$ cat config.mk
export PLATFORM = sky130hd
export DESIGN_NAME = wildcard_byte_signature_scan_top
export DESIGN_NICKNAME = d
export VERILOG_FILES = /design/src/design/wbss_pkg.sv /design/src/design/wbss_cfg_regs.sv /design/src/design/wbss_matcher.sv /design/src/design/wbss_out_reg.sv /design/src/design/wildcard_byte_signature_scan_top.sv
export SDC_FILE = /design/constraint.sdc
export NUM_CORES = 1
export LEC_CHECK = 0
export ABC_AREA = 1
export BUFFER_PORTS_ARGS = -buffer_cell sky130_fd_sc_hd__buf_2
export CAP_MARGIN = 20
export CORE_MARGIN = 4
export CORE_UTILIZATION = 45
export DETAILED_ROUTE_END_ITERATION = 8
export HOLD_SLACK_MARGIN = 0.03
export PLACE_DENSITY = 0.7
export SETUP_SLACK_MARGIN = 0.1
export SLEW_MARGIN = 20
export SYNTH_ARGS = -nofsm -noshare
export SYNTH_HDL_FRONTEND = slang
export SYNTH_HIERARCHICAL = 1
export SYNTH_SLANG_ARGS = --single-unit
$ cat constraint.sdc
create_clock -name clk -period 4 [get_ports clk]
set_input_delay 0.6 -clock clk [delete_from_list [all_inputs] [get_ports clk]]
set_output_delay 0.6 -clock clk [all_outputs]
set_load 0.005 [all_outputs]
$ cat src/design/wbss_pkg.sv
// ============================================================================
// wbss_pkg: shared types and constants for the wildcard byte signature scanner
// This package holds the item structs, the configuration bundle and the
// register index codes.
// ============================================================================
`default_nettype none

package wbss_pkg;

  // Signature positions and derived widths.
  localparam int MAX_PATTERN_BYTES = 16;
  localparam int POS_W             = $clog2(MAX_PATTERN_BYTES);
  localparam int LEN_W             = 5;
  localparam int ADDR_W            = 48;
  localparam int DATA_W            = 64;
  localparam int PADDR_W           = 5;

  // Register index codes, taken from paddr[4:3].
  localparam logic [1:0] REG_PATTERN_LOW  = 2'd0;
  localparam logic [1:0] REG_PATTERN_HIGH = 2'd1;
  localparam logic [1:0] REG_WILDCARD     = 2'd2;
  localparam logic [1:0] REG_LENGTH       = 2'd3;

  // One scanned byte with its address.
  typedef struct packed {
    logic [7:0]        data_byte;
    logic [ADDR_W-1:0] byte_address;
    logic              region_end;
  } scan_item_t;

  // One scan result.
  typedef struct packed {
    logic              found;
    logic [ADDR_W-1:0] match_address;
  } result_item_t;

  // Configuration bundle from the register block to the matcher.
  typedef struct packed {
    logic [63:0]                  pattern_bytes_low;
    logic [63:0]                  pattern_bytes_high;
    logic [MAX_PATTERN_BYTES-1:0] wildcard_mask;
    logic [LEN_W-1:0]             pattern_length;
  } cfg_t;

endpackage

`default_nettype wire

$ cat src/design/wbss_cfg_regs.sv
// ============================================================================
// wbss_cfg_regs: configuration registers
// APB-style register block holding the signature bytes, the wildcard mask
// and the signature length. Registers sit at byte addresses 0, 8, 16, 24.
// ============================================================================
`default_nettype none

module wbss_cfg_regs (
  input  wire logic                        clk,
  input  wire logic                        rst,
  input  wire logic                        psel,
  input  wire logic                        penable,
  input  wire logic                        pwrite,
  input  wire logic [wbss_pkg::PADDR_W-1:0] paddr,
  input  wire logic [wbss_pkg::DATA_W-1:0]  pwdata,
  output logic      [wbss_pkg::DATA_W-1:0]  prdata,
  output logic                             pready,
  output wbss_pkg::cfg_t                   cfg
);
  import wbss_pkg::*;

  logic       wr_en;
  logic [1:0] reg_index;

  assign pready    = 1'b1;
  assign wr_en     = psel && penable && pwrite && pready;
  assign reg_index = paddr[4:3];

  // Register writes.
  always_ff @(posedge clk) begin
    if (rst) begin
      cfg.pattern_bytes_low  <= '0;
      cfg.pattern_bytes_high <= '0;
      cfg.wildcard_mask      <= '0;
      cfg.pattern_length     <= LEN_W'(1);
    end else if (wr_en) begin
      case (reg_index)
        REG_PATTERN_LOW:  cfg.pattern_bytes_low  <= pwdata;
        REG_PATTERN_HIGH: cfg.pattern_bytes_high <= pwdata;
        REG_WILDCARD:     cfg.wildcard_mask      <= pwdata[MAX_PATTERN_BYTES-1:0];
        REG_LENGTH:       cfg.pattern_length     <= pwdata[LEN_W-1:0];
        default: ;
      endcase
    end
  end

  // Read back.
  always_comb begin
    case (reg_index)
      REG_PATTERN_LOW:  prdata = cfg.pattern_bytes_low;
      REG_PATTERN_HIGH: prdata = cfg.pattern_bytes_high;
      REG_WILDCARD:     prdata = DATA_W'(cfg.wildcard_mask);
      REG_LENGTH:       prdata = DATA_W'(cfg.pattern_length);
      default:          prdata = '0;
    endcase
  end

endmodule

`default_nettype wire

$ cat src/design/wbss_matcher.sv
// ============================================================================
// wbss_matcher: input register and shift-and match step
// Holds the latest byte in an input register, updates the partial match
// vector in one step and hands any result to the output register.
// ============================================================================
`default_nettype none

module wbss_matcher (
  input  wire logic                  clk,
  input  wire logic                  rst,
  input  wire wbss_pkg::cfg_t        cfg,
  input  wire logic                  scan_valid,
  output logic                       scan_stall,
  input  wire wbss_pkg::scan_item_t  scan_item,
  input  wire logic                  out_free,
  output logic                       res_push,
  output wbss_pkg::result_item_t     res_item
);
  import wbss_pkg::*;

  logic                         s0_valid;
  scan_item_t                   s0_item;
  logic [MAX_PATTERN_BYTES-1:0] partial_match_vector;
  logic                         search_done;

  logic [POS_W-1:0]             last_pos;
  logic [8*MAX_PATTERN_BYTES-1:0] sig_bytes;
  logic [MAX_PATTERN_BYTES-1:0] hits;
  logic [MAX_PATTERN_BYTES-1:0] vec_next;
  logic                         hit;
  logic                         has_result;
  logic                         advance;

  // Effective length minus one: zero acts as one, oversize clamps to the max.
  always_comb begin
    if (cfg.pattern_length == '0) begin
      last_pos = '0;
    end else if (cfg.pattern_length > LEN_W'(MAX_PATTERN_BYTES)) begin
      last_pos = POS_W'(MAX_PATTERN_BYTES - 1);
    end else begin
      last_pos = POS_W'(cfg.pattern_length - LEN_W'(1));
    end
  end

  assign sig_bytes = {cfg.pattern_bytes_high, cfg.pattern_bytes_low};

  // Per-position byte compare; positions past the length never hit.
  always_comb begin
    for (int i = 0; i < MAX_PATTERN_BYTES; i++) begin
      hits[i] = (POS_W'(i) <= last_pos) &&
                (cfg.wildcard_mask[i] || (sig_bytes[8*i +: 8] == s0_item.data_byte));
    end
  end

  // Shift-and step and result decision.
  assign vec_next   = {partial_match_vector[MAX_PATTERN_BYTES-2:0], 1'b1} & hits;
  assign hit        = vec_next[last_pos];
  assign has_result = !search_done && (hit || s0_item.region_end);
  assign advance    = s0_valid && (!has_result || out_free);
  assign scan_stall = s0_valid && !advance;
  assign res_push   = advance && has_result;

  always_comb begin
    res_item.found = hit;
    if (hit) begin
      res_item.match_address = s0_item.byte_address - ADDR_W'(last_pos);
    end else begin
      res_item.match_address = '0;
    end
  end

  // Input register.
  always_ff @(posedge clk) begin
    if (rst) begin
      s0_valid <= 1'b0;
    end else if (scan_valid && !scan_stall) begin
      s0_valid <= 1'b1;
    end else if (advance) begin
      s0_valid <= 1'b0;
    end
  end

  always_ff @(posedge clk) begin
    if (scan_valid && !scan_stall) begin
      s0_item <= scan_item;
    end
  end

  // Match state update as each item leaves the input register.
  always_ff @(posedge clk) begin
    if (rst) begin
      partial_match_vector <= '0;
      search_done          <= 1'b0;
    end else if (advance) begin
      if (search_done) begin
        if (s0_item.region_end) begin
          partial_match_vector <= '0;
          search_done          <= 1'b0;
        end
      end else if (hit) begin
        partial_match_vector <= '0;
        search_done          <= !s0_item.region_end;
      end else if (s0_item.region_end) begin
        partial_match_vector <= '0;
      end else begin
        partial_match_vector <= vec_next;
      end
    end
  end

endmodule

`default_nettype wire

$ cat src/design/wbss_out_reg.sv
// ============================================================================
// wbss_out_reg: result register
// Holds one result item until the downstream side takes it.
// ============================================================================
`default_nettype none

module wbss_out_reg (
  input  wire logic                   clk,
  input  wire logic                   rst,
  input  wire logic                   res_push,
  input  wire wbss_pkg::result_item_t res_item,
  output logic                        out_free,
  output logic                        result_valid,
  input  wire logic                   result_stall,
  output wbss_pkg::result_item_t      result_item
);
  import wbss_pkg::*;

  // The register can take a new item when empty or being drained.
  assign out_free = !result_valid || !result_stall;

  always_ff @(posedge clk) begin
    if (rst) begin
      result_valid <= 1'b0;
    end else if (res_push) begin
      result_valid <= 1'b1;
    end else if (!result_stall) begin
      result_valid <= 1'b0;
    end
  end

  always_ff @(posedge clk) begin
    if (res_push) begin
      result_item <= res_item;
    end
  end

endmodule

`default_nettype wire

$ cat src/design/wildcard_byte_signature_scan_top.sv
// Timing: a result item is loaded into the result register as its byte leaves
// the input register, where the byte is held once it is accepted.
// Throughput: one byte per cycle; the input register and the result register
// decouple the two channels, and a byte that gives a result waits only while a
// previous result is held by downstream stall.
// Reset (rst, synchronous): clears the match state and valid flags; length = 1.
// ============================================================================
// wildcard_byte_signature_scan_top: wildcard byte signature scanner
// Scans a region byte by byte with shift-and matching and reports the start
// address of the first match, or not-found at the end of the region.
// ============================================================================
`default_nettype none

module wildcard_byte_signature_scan_top (
  input  wire logic                         clk,
  input  wire logic                         rst,
  input  wire logic                         psel,
  input  wire logic                         penable,
  input  wire logic                         pwrite,
  input  wire logic [wbss_pkg::PADDR_W-1:0] paddr,
  input  wire logic [wbss_pkg::DATA_W-1:0]  pwdata,
  output logic      [wbss_pkg::DATA_W-1:0]  prdata,
  output logic                              pready,
  input  wire logic                         scan_valid,
  output logic                              scan_stall,
  input  wire wbss_pkg::scan_item_t         scan_item,
  output logic                              result_valid,
  input  wire logic                         result_stall,
  output wbss_pkg::result_item_t            result_item
);
  import wbss_pkg::*;

  cfg_t         cfg;
  logic         out_free;
  logic         res_push;
  result_item_t res_item;

  // Configuration registers.
  wbss_cfg_regs u_cfg_regs (
    .clk     (clk),
    .rst     (rst),
    .psel    (psel),
    .penable (penable),
    .pwrite  (pwrite),
    .paddr   (paddr),
    .pwdata  (pwdata),
    .prdata  (prdata),
    .pready  (pready),
    .cfg     (cfg)
  );

  // Match step.
  wbss_matcher u_matcher (
    .clk        (clk),
    .rst        (rst),
    .cfg        (cfg),
    .scan_valid (scan_valid),
    .scan_stall (scan_stall),
    .scan_item  (scan_item),
    .out_free   (out_free),
    .res_push   (res_push),
    .res_item   (res_item)
  );

  // Result register.
  wbss_out_reg u_out_reg (
    .clk          (clk),
    .rst          (rst),
    .res_push     (res_push),
    .res_item     (res_item),
    .out_free     (out_free),
    .result_valid (result_valid),
    .result_stall (result_stall),
    .result_item  (result_item)
  );

endmodule

`default_nettype wire
==> results.toml <==
[power_and_ir_drop]
p_total_mw = 6.76
pwr_density_cell_nw_per_um2 = 392
clkPwrFrac = 0.443
p_leak_nw = 7.34
max-vdd-ir-drop_mv = 0.269
internal_power_mw = 5.10
p_sw_mw = 1.66
p_sw_frac = 0.246
seqPwrFrac = 0.453
p_comb_frac = 0.103

[die]
core.rowCount = 65
dieArea_um2 = 35500
die_x_um = 188
start_util = 0.460
die_h_um = 188
io_pins = 249
design.core.area_um2 = 31800

[grt]
met3_usage = 0.0443
use_met1 = 0.300
antenna_found_initial = 1
grt_pass1_wl_mm = 64.1
track_usage = 0.222
grt_max_degree = 150
met2_usage = 0.360
busiest_layer = "met2"
grt_overflow = 0
grt_pass1_vias = 12200

[synth]
synth_top_cell_by_area = "dfxtp_1"
synth_warnings = 6
synth_top_family_by_area = "simple AND/OR/NAND/NOR gates"
ys_seq_area_frac = 0.446
synth.area.top_cells = "dfxtp_1 23%, edfxtp_1 22%, nor2_1 12%, nand2_1 10%, xnor2_1 7.0%"
synth_fa_ha_area_frac = 0.00564
yosysTopAreaCellShare = 0.228
synth_cell_types = 45
synth_compound_area_frac = 0.0413
synth-simple-area-share = 0.331
synthMuxAreaShare = 0
synthCells = 1924
ys_ff_latch = 273
synth_fp_nets = 2063
synth_area_um2 = 14600
yosys.area_share.xor_xnor = 0.0915
syn_avg_cell_area_um2 = 7.61

[final_layout]
post-route-util = 0.542
antenna_cells = 0
final_cells = 2587
design_area_um2 = 17200
multiInputGateArea_um2 = 6930
final_nets = 2267
syn_to_final_growth_pct = 17.7
n_fill_cell = 2975
final_cell_mix = "460 x nor2_1, 395 x nand2_1, 244 x buf_2"
ff_latch_area_um2 = 6530
final_common_cell = "nor2_1"
layout-drive-gt1-share = 0.177

[critical_path]
startpoint_type = "flop"
cp.arrival_ns = 3.85
cp.required_ns = 4.22
reg2reg_depth = 18
worst-path-max-fanout = 6
crit_type = "flop to flop"
cp-end-kind = "flop"

[placed_design]
hpwl_mm = 28.0
gp_congestion = 0.894
pre_cts_ws_ns = 0.304
dp_cells = 2522
io_buffers = 244
place_area_um2 = 16100

[run_status]
status = "completed"

[min_path]
hold_depth = 1
min_path_type = "input pin to flop"

[run]
drv_cap = 0

[route]
route.detailed.drc = 0
wl_per_cell_um = 15.9
vias = 13100
vias_per_cell = 5.05
routed_wl_mm = 41.1
first_iter_violations = 836
final_antenna_net_count = 0
first_pass_iters = 6

[cts]
postCtsHoldBufs = 0
cts_tree = "yes"
cts_root_buffer = "clkbuf_16"
cts_htree_levels = 2
worstSkewPairLatency_ns = 0.50
cts_buffers = 34
cts.clk_slew.worst_paths_ns = 0.06
clk_path_buf_depth = 3
cts_sinks = 273

[timing]
slew_headroom = 0.473
period_share = 0.909
setup_ws_ns = 0.365
tns_ns = 0
fmax_mhz = 275
tightestPinTransition_ns = 0.789
setup_viol = 0
skew_ns = 0.0199
holdWs_ns = 0.276
hold_viol_final = 0
layout_min_cycle_time_ns = 3.63
rsz0062_at_grt = "yes"
drv_slew = 0
## registers in the layout, summed over array words and instances, names as in the netlist
name                            count
u_matcher/s0_item                  57
u_matcher/search_done               1
u_out_reg/result_valid              1
u_matcher/s0_valid                  1
u_cfg_regs/cfg                    149
u_matcher/partial_match_vector     15
u_out_reg/result_item              49
## metal layers
layer,up-vias,routed length (um)
li1,6499,-
met1,5942,17400
met2,534,18900
met3,83,3570
met4,2,1250
met5,-,13
## area by class of cell
| cell class | count | area share |
|---|---|---|
| Clock buffer | 49 | 0.0597 |
| Clock inverter | 11 | 0.00472 |
| Inverter | 165 | 0.0362 |
| Multi-Input combinational cell | 1383 | 0.402 |
| Sequential cell | 273 | 0.379 |
| Tap cell | 435 | 0.0316 |
| Timing Repair Buffer | 271 | 0.0870 |
## cell families (layout without fill, tap and decap cells)
kind of cell / Yosys count / in the layout
compound gates: 80 / 80
simple gates: 1143 / 1143
xor+xnor: 153 / 153
buf+inv: 268 / 496
fa+ha+maj: 6 / 6
flops: 273 / 273
other cells: 1 / 1
## power groups by stage
stage                     Combinational (mW)  Clock (mW)  Sequential [mW]
final                                  0.699        3.00             3.07
after global routing                   0.777        3.19             3.07
after CTS                              0.691        3.07             3.07
after detailed placement               0.687           0             3.13
after global placement                 0.677           0             3.12
after floorplan                        0.475           0             3.11
## worst paths after layout
kind	startpoint	slack, ns	end
worst min register to register	u_matcher/partial_match_vector[8]	0.46	u_matcher/partial_match_vector[8]
worst max-delay path	u_cfg_regs/cfg[0]	0.37	u_out_reg/result_item[43]
worst max register to register	u_cfg_regs/cfg[0]	0.37	u_out_reg/result_item[43]
worst min-delay path	scan_item[33]	0.28	u_matcher/s0_item[33]
## what timing repair did
item | in CTS | in global routing
gates resized for setup | 0 | 8
hold endpoints to repair | 0 | 0
buffers inserted | 0 | 5
endpoints found under the setup margin | 0 | 8
## cells in the mapped netlist, drive strengths merged
cell / n
nor2: 475
nand2: 406
nand3: 205
dfxtp: 167
inv: 162
xnor2: 117
edfxtp: 106
buf: 90
a22o: 48
xor2: 36
nand4: 28
a21oi: 23
nor3: 17
clkbuf: 13
ha: 5
or2: 5
o21ai: 4
clkinv: 3
and2: 2
nand3b: 2
nor4: 2
a31oi: 1
conb: 1
fa: 1
nor3b: 1
o2111ai: 1
o211ai: 1
o21bai: 1
o31ai: 1
## worst max-delay path, stage by stage, from the launching register on
cell,delay (ns)
dfxtp_1,0.38
inv_1,0.12
ha_1,0.26
nand2_1,0.08
nor2_1,0.05
nor2_2,0.27
ha_1,0.34
a21oi_2,0.19
nand2_1,0.12
a21oi_2,0.19
nand2_1,0.15
nor2_4,0.16
nand2_1,0.11
nor3_2,0.22
and2_4,0.24
nand4_4,0.12
nor2_1,0.15
xnor2_1,0.13
nor2_1,0.05
(Power assumes the default switching activity.)
